===== src/hw/rtl/iltab_pkg.sv =====
`timescale 1ns / 1ps
package iltab_pkg;

  typedef enum logic [1:0] {
    OP_LOOKUP = 2'd0,
    OP_SET    = 2'd1,
    OP_APPEND = 2'd2,
    OP_REMOVE = 2'd3
  } op_e;

  typedef enum logic [1:0] {
    ST_OK        = 2'd0,
    ST_NOT_FOUND = 2'd1,
    ST_BAD_INDEX = 2'd2,
    ST_FULL      = 2'd3
  } status_e;

  localparam int unsigned PosW   = 7;
  localparam int unsigned ValW   = 32;
  localparam int unsigned CountW = 8;
  localparam logic [CountW-1:0] CapReset = 8'd100;

  // One accepted item as it travels from the front to the back
  typedef struct packed {
    op_e              op;
    logic [PosW-1:0]  pos;
    logic [ValW-1:0]  val;
  } cmd_t;

  // One finished result
  typedef struct packed {
    status_e            status;
    logic [PosW-1:0]    found_index;
    logic [ValW-1:0]    old_value;
    logic [CountW-1:0]  entry_count;
  } rsp_t;

endpackage


===== src/hw/rtl/iltab_cmd_fifo.sv =====
`timescale 1ns / 1ps
module iltab_cmd_fifo
  import iltab_pkg::*;
(
  input  logic clk_i,
  input  logic rst_ni,
  input  logic in_valid_i,
  output logic in_ready_o,
  input  cmd_t in_cmd_i,
  output logic out_valid_o,
  input  logic out_ready_i,
  output cmd_t out_cmd_o
);

  cmd_t       slot_q [2];
  logic       wr_ptr_q, rd_ptr_q;
  logic [1:0] fill_q;
  logic       push, pop;

  assign in_ready_o  = (fill_q != 2'd2);
  assign out_valid_o = (fill_q != 2'd0);
  assign out_cmd_o   = slot_q[rd_ptr_q];
  assign push        = in_valid_i && in_ready_o;
  assign pop         = out_valid_o && out_ready_i;

  // Store incoming commands
  always_ff @(posedge clk_i) begin
    if (push) begin
      slot_q[wr_ptr_q] <= in_cmd_i;
    end
  end

  // Advance pointers and fill level
  always_ff @(posedge clk_i or negedge rst_ni) begin
    if (!rst_ni) begin
      wr_ptr_q <= 1'b0;
      rd_ptr_q <= 1'b0;
      fill_q   <= 2'd0;
    end else begin
      if (push) wr_ptr_q <= ~wr_ptr_q;
      if (pop)  rd_ptr_q <= ~rd_ptr_q;
      fill_q <= fill_q + {1'b0, push} - {1'b0, pop};
    end
  end

  a_no_overflow: assert property (@(posedge clk_i) disable iff (!rst_ni)
    fill_q != 2'd3) else $error("command queue fill out of range");
  a_pop_nonempty: assert property (@(posedge clk_i) disable iff (!rst_ni)
    fill_q == 2'd0 |-> !pop) else $error("pop from empty queue");
  a_fill_track: assert property (@(posedge clk_i) disable iff (!rst_ni)
    (push && !pop) |=> fill_q == $past(fill_q) + 2'd1)
    else $error("fill level lost a push");

endmodule


===== config.mk =====
export PLATFORM = sky130hd
export DESIGN_NAME = iltab_cmd_fifo
export DESIGN_NICKNAME = d
export VERILOG_FILES = /design/src/hw/rtl/iltab_pkg.sv /design/src/hw/rtl/iltab_cmd_fifo.sv
export SDC_FILE = /design/constraint.sdc
export NUM_CORES = 1
export LEC_CHECK = 0
export BUFFER_PORTS_ARGS = -buffer_cell sky130_fd_sc_hd__buf_2
export CORE_UTILIZATION = 45
export CTS_CLUSTER_SIZE = 8
export DETAILED_ROUTE_END_ITERATION = 6
export PLACE_DENSITY = 0.73
export SLEW_MARGIN = 40
export SYNTH_ARGS = -nofsm -noshare
export SYNTH_HDL_FRONTEND = slang
export SYNTH_SLANG_ARGS = --single-unit

===== constraint.sdc =====
create_clock -name clk_i -period 4.05 [get_ports clk_i]
set_clock_uncertainty 0.1 [all_clocks]
set_input_delay 0.405 -clock clk_i [delete_from_list [all_inputs] [get_ports clk_i]]
set_output_delay 0.405 -clock clk_i [all_outputs]
set_load 0.02 [all_outputs]

## After elaboration in Yosys (flattened, before gate mapping)

Memory sizes are Yosys's and may differ from the RTL's.
Index checks and enable logic that the tools add are counted.

- Add/sub/neg operators: 2
- Multiply operators: 0
- Divide/modulo/power cells: 0
- Magnitude comparators: 0
- Eq/ne operators: 1
- Shift-type cells: 0
- Multiplexer cells: 2
- Bitwise logic cells: 2
- Reductions and logical operators: 3

Operators by type and width:

| kind | count |
|---|---|
| $add 2x1->2 | 1 |
| $logic_and 1x1->1 | 2 |
| $mux 1 | 2 |
| $ne 2x2->1 const B | 1 |
| $not 1->1 | 2 |
| $reduce_bool 2->1 | 1 |
| $sub 2x1->2 | 1 |

- Register bits after elaboration: 4
- Bits in latches: 0
- RAM bits: 82
- ROM bits: 0
- Input bits: 45
- Output and inout bits: 43
- Word-level logic and storage cells: 14
- Memories: 1

Memories:

| memory | depth | width | read ports | clocked after Yosys merged registers in | write ports | RTL line | RTL |
|---|---|---|---|---|---|---|---|
| slot_q | 2 | 41 | 1 | 0 | 1 | iltab_cmd_fifo.sv:15 | `cmd_t slot_q [2];` |

## Longest topological paths before layout

Gate-level depths: netlist (run 1).

- Word-level depth: 4
- Depth in mapped cells: 7

## Least setup slack after synthesis (run 1)

Ideal clock, no wire load.

- Path kind: register to register
- Start point: register fill_q[1]
- End point: memory slot_q[0][0] in the netlist's numbering, enable pin
- Setup time: 0.439 ns
- Data arrival time: 2.484 ns
- Required time: 3.511 ns
- Path slack: 1.026 ns
- Stages on the path, launching flop included: 4
- Buffers on the path: 0
- Clock period less this slack: 3.024 ns
- Cell sequence: dfrtp_1 -> nand2b_1 -> nand2_1 -> nor2_1

- Cells in the longest elaborated chain, start to end: 4

RTL lines:

| what | RTL line | RTL |
|---|---|---|
| start: declaration | iltab_cmd_fifo.sv:17 | `logic [1:0] fill_q;` |
| start signal: assignment | iltab_cmd_fifo.sv:42 | `fill_q <= fill_q + {1'b0, push} - {1'b0, pop};` |
| $ne 2x2->1 | iltab_cmd_fifo.sv:20 | `assign in_ready_o = (fill_q != 2'd2);` |
| via in_ready_o | iltab_cmd_fifo.sv:8 | `output logic in_ready_o,` |
| $logic_and 1x1->1 | iltab_cmd_fifo.sv:23 | `assign push = in_valid_i && in_ready_o;` |
| $mux 1 | iltab_cmd_fifo.sv:28 | `if (push) begin` |
| $mux 1 (not written as such) | iltab_cmd_fifo.sv:29 | `slot_q[wr_ptr_q] <= in_cmd_i;` |
| end: declaration | iltab_cmd_fifo.sv:15 |  |

The timed path passes the listed nets, and every way through them passes these cells.

==> reports/metrics.cfg, run 1 <==
[outcome]
outcome=complete, no violations

[finish]
antenna_cells=0
share_of_layout_cells_above_drive_strength_1_pct=59.4
fin_nets=287
final_cells=340
area_growth_pct=21.7

[timing]
final-setup-viol-count=0
period_share_pct=55.2
number_of_endpoints_with_negative_hold_slack_in_the_final_report=0
totalNegativeSetupSlack_ns=0
clock.fmax_mhz=448
slew_violations=0
slew_headroom_pct=52.7
period_minus_slack_ns=2.23
worst-slew-pin-transition_ns=0.708
setup_repair_after_global_routing_missed_its_margin=no

[yosys]
post_synth.cell_area_avg_sq_um=21.9
syn_nets=192
ys_types=14
synthTopCellsByArea=sky130_fd_sc_hd__edfxtp_1 77%, sky130_fd_sc_hd__mux2_2 15%, sky130_fd_sc_hd__dfrtp_1 3.1%, sky130_fd_sc_hd__buf_6 1.8%, sky130_fd_sc_hd__xnor2_1 0.83%
ys_seq_area_share_pct=80.6
yosysWarnings=0
ys_seq_elements=86
yosys_top_cell_by_area=sky130_fd_sc_hd__edfxtp_1
synthesis.instances=145
netlist.area_leader.share_pct=77.4
synthesized_cell_area_sq_um=3180

[critical_path]
worst-path-max-fanout=42
critical_path_required_ns=3.54
end_kind=output port
worst-setup-path-type=register to output port
critical-path-slowest-cell=sky130_fd_sc_hd__dfrtp_4
worstPathCellList=mux2_2 > buf_2
worst_ep_arrival_time_ns=1.73
cpPeakStageDelay_ns=0.78
critPathTopFamily=flip-flops
sum_of_buffers_and_inverters_on_the_critical_path=1
worst_setup_path_start_kind=register

[placement]
dp.cells=324
globalplace.congestion=0.623
dp_hpwl_microns=3210
port-buffer-count=87

[routing]
drt_wl_cell_microns=15.1
post_drt_antenna_nets=0
drt-vias-per-instance=4.76
drc_violation_count_after_routing=0
num_vias=1620
finalWirelength_microns=5150
violation_count_after_the_first_detailed_route_iteration=61
first_pass_iters=4

[hold_path]
worstHoldPathType=input pin to register

[global_route]
track_usage_pct=14.6
antenna_found_initial=0
pin_count_of_the_biggest_net_entering_global_routing=43
grt_pass1_vias=1653
grt_first_pass_wirelength_microns=7820
grt_remaining_overflow=0

[cts]
cts_max_path_buffers=2
cts_resized=0
cts_tree=done
cts.sinks=86
cts_max_level=3
clkSlewWorstSetupHoldPaths_ns=0.08
numCtsBuffers=9
worstSkewPairLatency_ns=0.33
clk_root_buffer_cell=sky130_fd_sc_hd__clkbuf_8

[pwr]
total_leakage_power_nw=1.44
total_power_divided_by_cell_area_nw_per_um2=709
peakVddDrop_mv=0.419

[flow_run]
maxCapViolations=0

[floorplan]
starting_density_of_the_core_pct=46.8
num_rows=30
die-area_sq_um=7410
fp.coreArea_sq_um=6790
die_width_microns=86.1
boundaryPins=88
die_h_microns=86.1

## worst reg2reg max path: stages, from the launching register on
cell,delay [ns]
sky130_fd_sc_hd__dfrtp_1,0.41
sky130_fd_sc_hd__nand2b_1,0.12
sky130_fd_sc_hd__nand2_1,0.15
sky130_fd_sc_hd__nor2_4,0.58
sky130_fd_sc_hd__buf_4,0.41
## cell usage in the layout, fill, tap and decap left out, types with 2 or more instances in the layout
cell type / n
sky130_fd_sc_hd__buf_2: 87
sky130_fd_sc_hd__edfxtp_1: 82
sky130_fd_sc_hd__mux2_2: 41
sky130_fd_sc_hd__clkbuf_8: 9
sky130_fd_sc_hd__xnor2_1: 3
sky130_fd_sc_hd__dfrtp_1: 3
sky130_fd_sc_hd__ha_1: 2
sky130_fd_sc_hd__clkbuf_1: 2
## through the flow
| stage | hold slack [ns] | cell area (sq um) | power, mW | worst slack, ns | utilization (%) |
|---|---|---|---|---|---|
| 3_5_place_dp | 0.118 | 3700 | 2.29 | 1.93 | 54.5 |
| 3_3_place_gp | 0.121 | 3700 | 2.26 | 1.93 | 54.4 |
| 4_1_cts | 0.134 | 3870 | 2.78 | 1.78 | 56.9 |
| 6_report | 0.153 | 3870 | 2.74 | 1.82 | 56.9 |
| 5_1_grt | 0.125 | 3870 | 2.89 | 1.73 | 56.9 |
| 2_1_floorplan | 0.00941 | 3180 | 2.03 | 1.03 | - |
## worst paths after layout
kind	startpoint	endpoint	slack, ns	depth (start not counted)
min reg2reg	fill_q[0]$_DFF_PN0_	fill_q[0]$_DFF_PN0_	0.43	1
max	rd_ptr_q$_DFFE_PN0P_	out_cmd_o[11]	1.82	2
min in group asynchronous	rst_ni	fill_q[0]$_DFF_PN0_	0.29	2
max reg2reg	fill_q[1]$_DFF_PN0_	slot_q[0][18]$_DFFE_PP_	1.96	4
min	in_cmd_i[8]	slot_q[1][8]$_DFFE_PP_	0.15	1
max in group asynchronous	rst_ni	rd_ptr_q$_DFFE_PN0P_	3.41	2
## per-layer routing
layer  GRT usage (%)  share of wire, %  routed length [microns]
met1            17.2                43                     2190
met2            24.3                51                     2650
met3            4.04               4.7                      240
met4            8.18               1.2                       63
met5               0                 0                        0
## timing repair
item | in CTS | in global routing
setup endpoints to repair | 0 | 0
hold buffers | 1 | 0
setup buffers | 0 | 0
endpoints found under the hold margin | 4 | 0
## sequential cells by signal, summed over array words and instances (netlist names)
name      cells
rd_ptr_q      1
wr_ptr_q      1
slot_q       82
fill_q        2
## power by group
| group | switching, mW | internal [mW] | total [mW] |
|---|---|---|---|
| Clock | 0.270 | 0.218 | 0.488 |
| Combinational | 0.516 | 0.385 | 0.901 |
| Sequential | 0.132 | 1.22 | 1.35 |
## synth_stat cells
master	count
sky130_fd_sc_hd__and3_1	1
sky130_fd_sc_hd__nand2_1	1
sky130_fd_sc_hd__nor2_1	1
sky130_fd_sc_hd__edfxtp_1	82
sky130_fd_sc_hd__ha_1	2
sky130_fd_sc_hd__xor2_1	1
sky130_fd_sc_hd__inv_1	1
sky130_fd_sc_hd__buf_6	5
sky130_fd_sc_hd__xnor2_1	3
sky130_fd_sc_hd__and2_4	1
sky130_fd_sc_hd__dfrtp_1	4
sky130_fd_sc_hd__or2_1	1
sky130_fd_sc_hd__nand2b_1	1
sky130_fd_sc_hd__mux2_2	41
## area by class of cell
cell class | instances | area [sq um]
fillers | 549 | 2930
flip-flops and latches | 86 | 2570
multi-input cells | 53 | 569
repair buffers | 89 | 453
clock buffers | 11 | 131
well taps | 96 | 120
clock inverters | 4 | 25.0
inverters | 1 | 3.75
## logic make-up after synthesis
kind of cell               after synthesis  share of synthesized area, %
xor gates and xnor gates                 4                          1.10
adders and majority gates                2                         0.787
buffers and inverters                    6                          1.89
DFF                                     86                          80.6
muxes                                   41                          14.5
and+or+nand+nor                          6                          1.10
No activity file was read; power rests on OpenSTA's default activity.
==> run 2: changes to the inputs <==
- PLACE_DENSITY: 0.73 -> 0.76
- clock period: 4.05 -> 2.05 ns (I/O delays scaled with it)
==> reports/metrics.cfg, run 2 (synthesis gave the netlist of run 1 again) <==
[finish]
stdcell_area_sq_um=4400  ; was 3870 sq um
area_growth_pct=38.4  ; was 21.7%
share_of_layout_cells_above_drive_strength_1_pct=52.8  ; was 59.4%
most_common_cell_after_layout_fill_and_taps_aside=sky130_fd_sc_hd__buf_2  ; unchanged
final_cells=386  ; was 340
registers.top_by_ff_count=slot_q  ; unchanged
largest_registers=slot_q x82, fill_q x2  ; unchanged
fin_nets=333  ; was 287
largest_reg_flops=82  ; unchanged
antenna_cells=0  ; unchanged
layout_common_cells=87 x sky130_fd_sc_hd__buf_2, 82 x sky130_fd_sc_hd__edfxtp_1, 42 x sky130_fd_sc_hd__dlygate4sd3_1, 41 x sky130_fd_sc_hd__mux2_2, 9 x sky130_fd_sc_hd__clkbuf_8  ; was 87 x sky130_fd_sc_hd__buf_2, 82 x sky130_fd_sc_hd__edfxtp_1, 41 x sky130_fd_sc_hd__mux2_2, 9 x sky130_fd_sc_hd__clkbuf_8

[floorplan]
die-area_sq_um=7410  ; unchanged
fp.coreArea_sq_um=6790  ; unchanged
starting_density_of_the_core_pct=46.8  ; unchanged
die_h_microns=86.1  ; unchanged
die_width_microns=86.1  ; unchanged
num_rows=30  ; unchanged
boundaryPins=88  ; unchanged

[cts]
worstSkewPairLatency_ns=0.34  ; was 0.33 ns
cts_max_level=3  ; unchanged
cts_tree=done  ; unchanged
cts.sinks=86  ; unchanged
cts_max_path_buffers=2  ; unchanged
numCtsBuffers=9  ; unchanged
clkSlewWorstSetupHoldPaths_ns=0.08  ; about the same
clk_root_buffer_cell=sky130_fd_sc_hd__clkbuf_8  ; unchanged

[timing]
totalNegativeSetupSlack_ns=0  ; unchanged
final-setup-viol-count=0  ; unchanged
period_minus_slack_ns=1.81
setup_repair_after_global_routing_missed_its_margin=no  ; unchanged
number_of_endpoints_with_negative_hold_slack_in_the_final_report=0  ; unchanged
slew_violations=0  ; unchanged
fin_hold_ws_ns=0.0651  ; was 0.153 ns
clock.fmax_mhz=553
slew_headroom_pct=86.9  ; was 52.7%
period_share_pct=88.2
worst-slew-pin-transition_ns=0.196  ; was 0.708 ns

[routing]
drt-vias-per-instance=4.56  ; was 4.76
violation_count_after_the_first_detailed_route_iteration=38  ; was 61
drc_violation_count_after_routing=0  ; unchanged
num_vias=1760  ; was 1,620
finalWirelength_microns=5760  ; was 5150 microns
drt_wl_cell_microns=14.9  ; was 15.1 microns
first_pass_iters=4  ; unchanged
post_drt_antenna_nets=0  ; unchanged

[pwr]
power.total_mw=5.91  ; was 2.74 mW
peakVddDrop_mv=0.820  ; was 0.419 mV
total_power_divided_by_cell_area_nw_per_um2=1340  ; was 709 nW/um^2
total_leakage_power_nw=1.68  ; was 1.44 nW

[critical_path]
r2r_end=fill_q[1]$_DFF_PN0_  ; was slot_q[0][18]$_DFFE_PP_
cpPeakStageDelay_ns=0.41  ; was 0.78 ns
critical_path_required_ns=2.21  ; was 3.54 ns
critPathTopFamily=adder cells  ; was flip-flops
worstPathCellList=or2_1 > and2_4 > ha_1 > inv_1 > ha_1 > xnor2_1 > xnor2_1  ; was mux2_2 > buf_2
timing.rr.start=fill_q[1]$_DFF_PN0_  ; unchanged
reg2reg_depth=7  ; was 4
end_kind=register  ; was output port
critical_path_source=fill_q[1]$_DFF_PN0_  ; was rd_ptr_q$_DFFE_PN0P_
critical-path-slowest-cell=sky130_fd_sc_hd__dfrtp_1  ; was sky130_fd_sc_hd__dfrtp_4
worst_setup_path_endpoint=fill_q[1]$_DFF_PN0_  ; was out_cmd_o[11]
worst_ep_arrival_time_ns=1.97  ; was 1.73 ns
worst_setup_path_start_kind=register  ; unchanged
sum_of_buffers_and_inverters_on_the_critical_path=1  ; unchanged
timing.reg2reg.setup_slack_ns=0.24  ; was 1.96 ns
worst-setup-path-type=register to register  ; was register to output port
worst-path-max-fanout=3  ; was 42
worstSetupPathDepth=7  ; was 2

[global_route]
track_usage_pct=16.8  ; was 14.6%
antenna_found_initial=0  ; unchanged
grt_first_pass_wirelength_microns=8940  ; was 7820 microns
grt_pass1_vias=1921  ; was 1,653
grt_remaining_overflow=0  ; unchanged
pin_count_of_the_biggest_net_entering_global_routing=31  ; was 43

[flow_run]
maxCapViolations=0  ; unchanged

[placement]
dp_hpwl_microns=3460  ; was 3210 microns
dp.cells=329  ; was 324
globalplace.congestion=0.701  ; was 0.623
detailed_place.area_sq_um=3770  ; was 3700 sq um
port-buffer-count=87  ; unchanged

[hold_path]
worstHoldPathType=input pin to register  ; unchanged

[outcome]
outcome=complete, no violations  ; unchanged

run 2: changes by cell type in the layout (fill, tap and decap cells not counted), moves of 2 or more:
cell,previous run,this run
sky130_fd_sc_hd__dlygate4sd3_1,1,42
sky130_fd_sc_hd__buf_12,0,3
sky130_fd_sc_hd__buf_4,1,3
sky130_fd_sc_hd__bufinv_16,0,2
sky130_fd_sc_hd__clkbuf_1,2,0
run 2: cell type report:
class / count / area (sq um)
Multi-Input combinational cell: 53 / 566
Sequential cell: 86 / 2560
Clock buffer: 9 / 124
Inverter: 1 / 3.75
Clock inverter: 6 / 86.3
Fill cell: 502 / 2390
Timing Repair Buffer: 135 / 938
Tap cell: 96 / 120
run 2: how the worst min path moves through the flow:
| stage | startpoint | depth (start not counted) | end | slack, ns |
|---|---|---|---|---|
| 2_1_floorplan | rst_ni | 0 | fill_q[0]$_DFF_PN0_ | -0.19 |
| 3_3_place_gp | rst_ni | 1 | fill_q[0]$_DFF_PN0_ | -0.09 |
| 3_5_place_dp | rst_ni | 1 | fill_q[0]$_DFF_PN0_ | -0.08 |
| 4_1_cts | out_ready_i | 3 | rd_ptr_q$_DFFE_PN0P_ | 0.05 |
| 5_1_grt | out_ready_i | 3 | rd_ptr_q$_DFFE_PN0P_ | 0.05 |
| 6_report | out_ready_i | 3 | rd_ptr_q$_DFFE_PN0P_ | 0.07 |
run 2: where the power goes:
part	leakage, nW	total (mW)	internal [mW]	switching (mW)
clock network	0.105	1.25	0.679	0.574
logic	0.769	2.13	0.918	1.22
registers	0.807	2.52	2.40	0.115
run 2: stage by stage:
stage	setup slack, ns	util [%]
6_report	0.243	64.8
5_1_grt	0.110	64.8
4_1_cts	0.230	64.8
3_5_place_dp	0.249	55.5
3_3_place_gp	0.322	55.5
2_1_floorplan	0.140	-
run 2: worst min-delay path, delay by kind of cell:
| kind | cells | cell delay (ns) |
|---|---|---|
| buffers and inverters | 1 | 0.08 |
| and+or+nand+nor | 1 | 0.14 |
| xor gates and xnor gates | 1 | 0.05 |
run 2: what timing repair did:
action | in CTS | in global routing
buffers inserted | 0 | 0
hold buffers | 42 | 0
endpoints found under the hold margin | 86 | 0
resized for setup | 0 | 0
run 2: metal layers:
layer,GRT usage [%],share of wire (%),vias to the layer above
met5,0,0,-
met4,10.2,2.0,0
met3,3.08,3.3,11
met2,31.3,55,53
met1,17.3,40,852
li1,-,-,844
==> run 3: changes to the inputs <==
- HOLD_SLACK_MARGIN: unset -> 0.15
==> reports/metrics.cfg, run 3 (synthesis gave the netlist of run 1 again) <==
[cts]
clkSlewWorstSetupHoldPaths_ns=0.08  ; about the same
post_cts.repair.setup_buffers=0  ; unchanged
cts_max_path_buffers=2  ; unchanged
numCtsBuffers=9  ; unchanged
worstSkewPairLatency_ns=0.34  ; about the same
clk_root_buffer_cell=sky130_fd_sc_hd__clkbuf_8  ; unchanged
cts_resized=0  ; unchanged
cts_tree=done  ; unchanged
postCtsHoldBufs=45  ; was 42
cts.sinks=86  ; unchanged
cts_max_level=3  ; unchanged

[routing]
drt_wl_cell_microns=14.9  ; about the same
num_vias=1777  ; was 1,760
first_pass_iters=4  ; unchanged
finalWirelength_microns=5810  ; was 5760 microns
drt-vias-per-instance=4.57  ; was 4.56
violation_count_after_the_first_detailed_route_iteration=51  ; was 38
post_drt_antenna_nets=0  ; unchanged
drc_violation_count_after_routing=0  ; unchanged

[floorplan]
starting_density_of_the_core_pct=46.8  ; unchanged
die_width_microns=86.1  ; unchanged
die-area_sq_um=7410  ; unchanged
num_rows=30  ; unchanged
die_h_microns=86.1  ; unchanged
boundaryPins=88  ; unchanged
fp.coreArea_sq_um=6790  ; unchanged

[timing]
slew_headroom_pct=86.8  ; was 86.9%
period_minus_slack_ns=1.81  ; about the same
slew_violations=0  ; unchanged
setup_repair_after_global_routing_missed_its_margin=no  ; unchanged
number_of_endpoints_with_negative_hold_slack_in_the_final_report=0  ; unchanged
final-setup-viol-count=0  ; unchanged
clock.fmax_mhz=554  ; was 553 MHz
worst-slew-pin-transition_ns=0.197  ; was 0.196 ns
totalNegativeSetupSlack_ns=0  ; unchanged
period_share_pct=88.1  ; was 88.2%

[finish]
most_common_cell_after_layout_fill_and_taps_aside=sky130_fd_sc_hd__buf_2  ; unchanged
largest_reg_flops=82  ; unchanged
layout_common_cells=87 x sky130_fd_sc_hd__buf_2, 82 x sky130_fd_sc_hd__edfxtp_1, 45 x sky130_fd_sc_hd__dlygate4sd3_1, 41 x sky130_fd_sc_hd__mux2_2, 9 x sky130_fd_sc_hd__clkbuf_8  ; was 87 x sky130_fd_sc_hd__buf_2, 82 x sky130_fd_sc_hd__edfxtp_1, 42 x sky130_fd_sc_hd__dlygate4sd3_1, 41 x sky130_fd_sc_hd__mux2_2, 9 x sky130_fd_sc_hd__clkbuf_8
area_growth_pct=39.4  ; was 38.4%
antenna_cells=0  ; unchanged
largest_registers=slot_q x82, fill_q x2  ; unchanged
fin_nets=336  ; was 333
registers.top_by_ff_count=slot_q  ; unchanged
filler_cell_count=497  ; was 502
final_cells=389  ; was 386
share_of_layout_cells_above_drive_strength_1_pct=52.2  ; was 52.8%

[pwr]
power.switching_fraction_pct=32.3  ; about the same
total_leakage_power_nw=1.69  ; was 1.68 nW
pwr-share-clk_pct=21.2  ; about the same
power.internal_mw=4.01  ; was 4.00 mW
peakVddDrop_mv=0.821  ; was 0.820 mV
total_power_divided_by_cell_area_nw_per_um2=1340  ; about the same
power_frac_seq_pct=42.6  ; about the same
power.total_mw=5.92  ; was 5.91 mW
power_switching_mw=1.91  ; about the same
power_frac_comb_pct=36.2  ; was 36.1%

[outcome]
outcome=complete, no violations  ; unchanged

[global_route]
pin_count_of_the_biggest_net_entering_global_routing=31  ; unchanged
grt_remaining_overflow=0  ; unchanged
track_usage_pct=16.8  ; about the same
grt_first_pass_wirelength_microns=8980  ; was 8940 microns
antenna_found_initial=0  ; unchanged
grt_pass1_vias=1928  ; was 1,921

[critical_path]
critical_path_required_ns=2.21  ; about the same
end_kind=register  ; unchanged
worst-path-max-fanout=3  ; unchanged
timing.rr.start=fill_q[1]$_DFF_PN0_  ; unchanged
timing.reg2reg.setup_slack_ns=0.24  ; about the same
worst_ep_arrival_time_ns=1.97  ; about the same
worst-setup-path-type=register to register  ; unchanged
worst_setup_path_start_kind=register  ; unchanged
critical_path_source=fill_q[1]$_DFF_PN0_  ; unchanged

[hold_path]
worstHoldPathType=register to register  ; was input pin to register
hold_start=fill_q[0]$_DFF_PN0_  ; was out_ready_i

[placement]
port-buffer-count=87  ; unchanged
dp.cells=329  ; unchanged
globalplace.congestion=0.701  ; unchanged
dp_hpwl_microns=3460  ; unchanged

[flow_run]
maxCapViolations=0  ; unchanged

-- run 3: worst max-delay path: stages, from the launching register on --
cell,delay (ns)
sky130_fd_sc_hd__dfrtp_1,0.41
sky130_fd_sc_hd__or2_1,0.25
sky130_fd_sc_hd__and2_4,0.17
sky130_fd_sc_hd__ha_1,0.27
sky130_fd_sc_hd__inv_1,0.04
sky130_fd_sc_hd__ha_1,0.18
sky130_fd_sc_hd__xnor2_1,0.16
sky130_fd_sc_hd__xnor2_1,0.14
-- run 3: worst paths after layout --
path,end,depth (start not counted)
hold reg to reg,fill_q[0]$_DFF_PN0_,1
setup / recovery,fill_q[1]$_DFF_PN0_,7
max in group asynchronous,rd_ptr_q$_DFFE_PN0P_,3
min in group asynchronous,fill_q[0]$_DFF_PN0_,3
hold / removal,fill_q[0]$_DFF_PN0_,1
setup reg to reg,fill_q[1]$_DFF_PN0_,7
-- run 3: routing by layer --
layer  vias up  share of wire [%]  global-route usage [%]  wire (microns)
li1        851                  -                       -               -
met1       860                 39                    17.2            2290
met2        55                 55                    31.7            3210
met3        11                3.5                    3.18             203
met4         0                2.0                    10.2             115
met5         -                  0                       0               0
-- run 3: per-stage QoR --
stage | util, % | worst slack, ns | area, sq um | hold WS, ns
after floorplan | - | 0.140 | 3190 | -0.191
after global placement | 55.5 | 0.322 | 3770 | -0.0876
after detailed placement | 55.5 | 0.249 | 3770 | -0.0832
after CTS | 65.2 | 0.230 | 4430 | 0.424
after global routing | 65.2 | 0.110 | 4430 | 0.451
final | 65.2 | 0.244 | 4430 | 0.424
-- run 3: area by class of cell --
class / count / area (sq um) / share of cell area, %
Clock inverter: 6 / 86.3 / 1.95
Inverter: 1 / 3.75 / 0.0847
Clock buffer: 9 / 124 / 2.80
Multi-Input combinational cell: 53 / 566 / 12.8
Sequential cell: 86 / 2560 / 57.8
Timing Repair Buffer: 138 / 968 / 21.9
Tap cell: 96 / 120 / 2.71
-- run 3: power groups by stage --
stage,Sequential [mW],Combinational (mW),Clock [mW]
4_1_cts,2.52,2.16,1.28
3_3_place_gp,2.53,2.06,0
2_1_floorplan,2.52,1.49,0
3_5_place_dp,2.56,2.09,0
6_report,2.52,2.14,1.25
5_1_grt,2.56,2.28,1.36
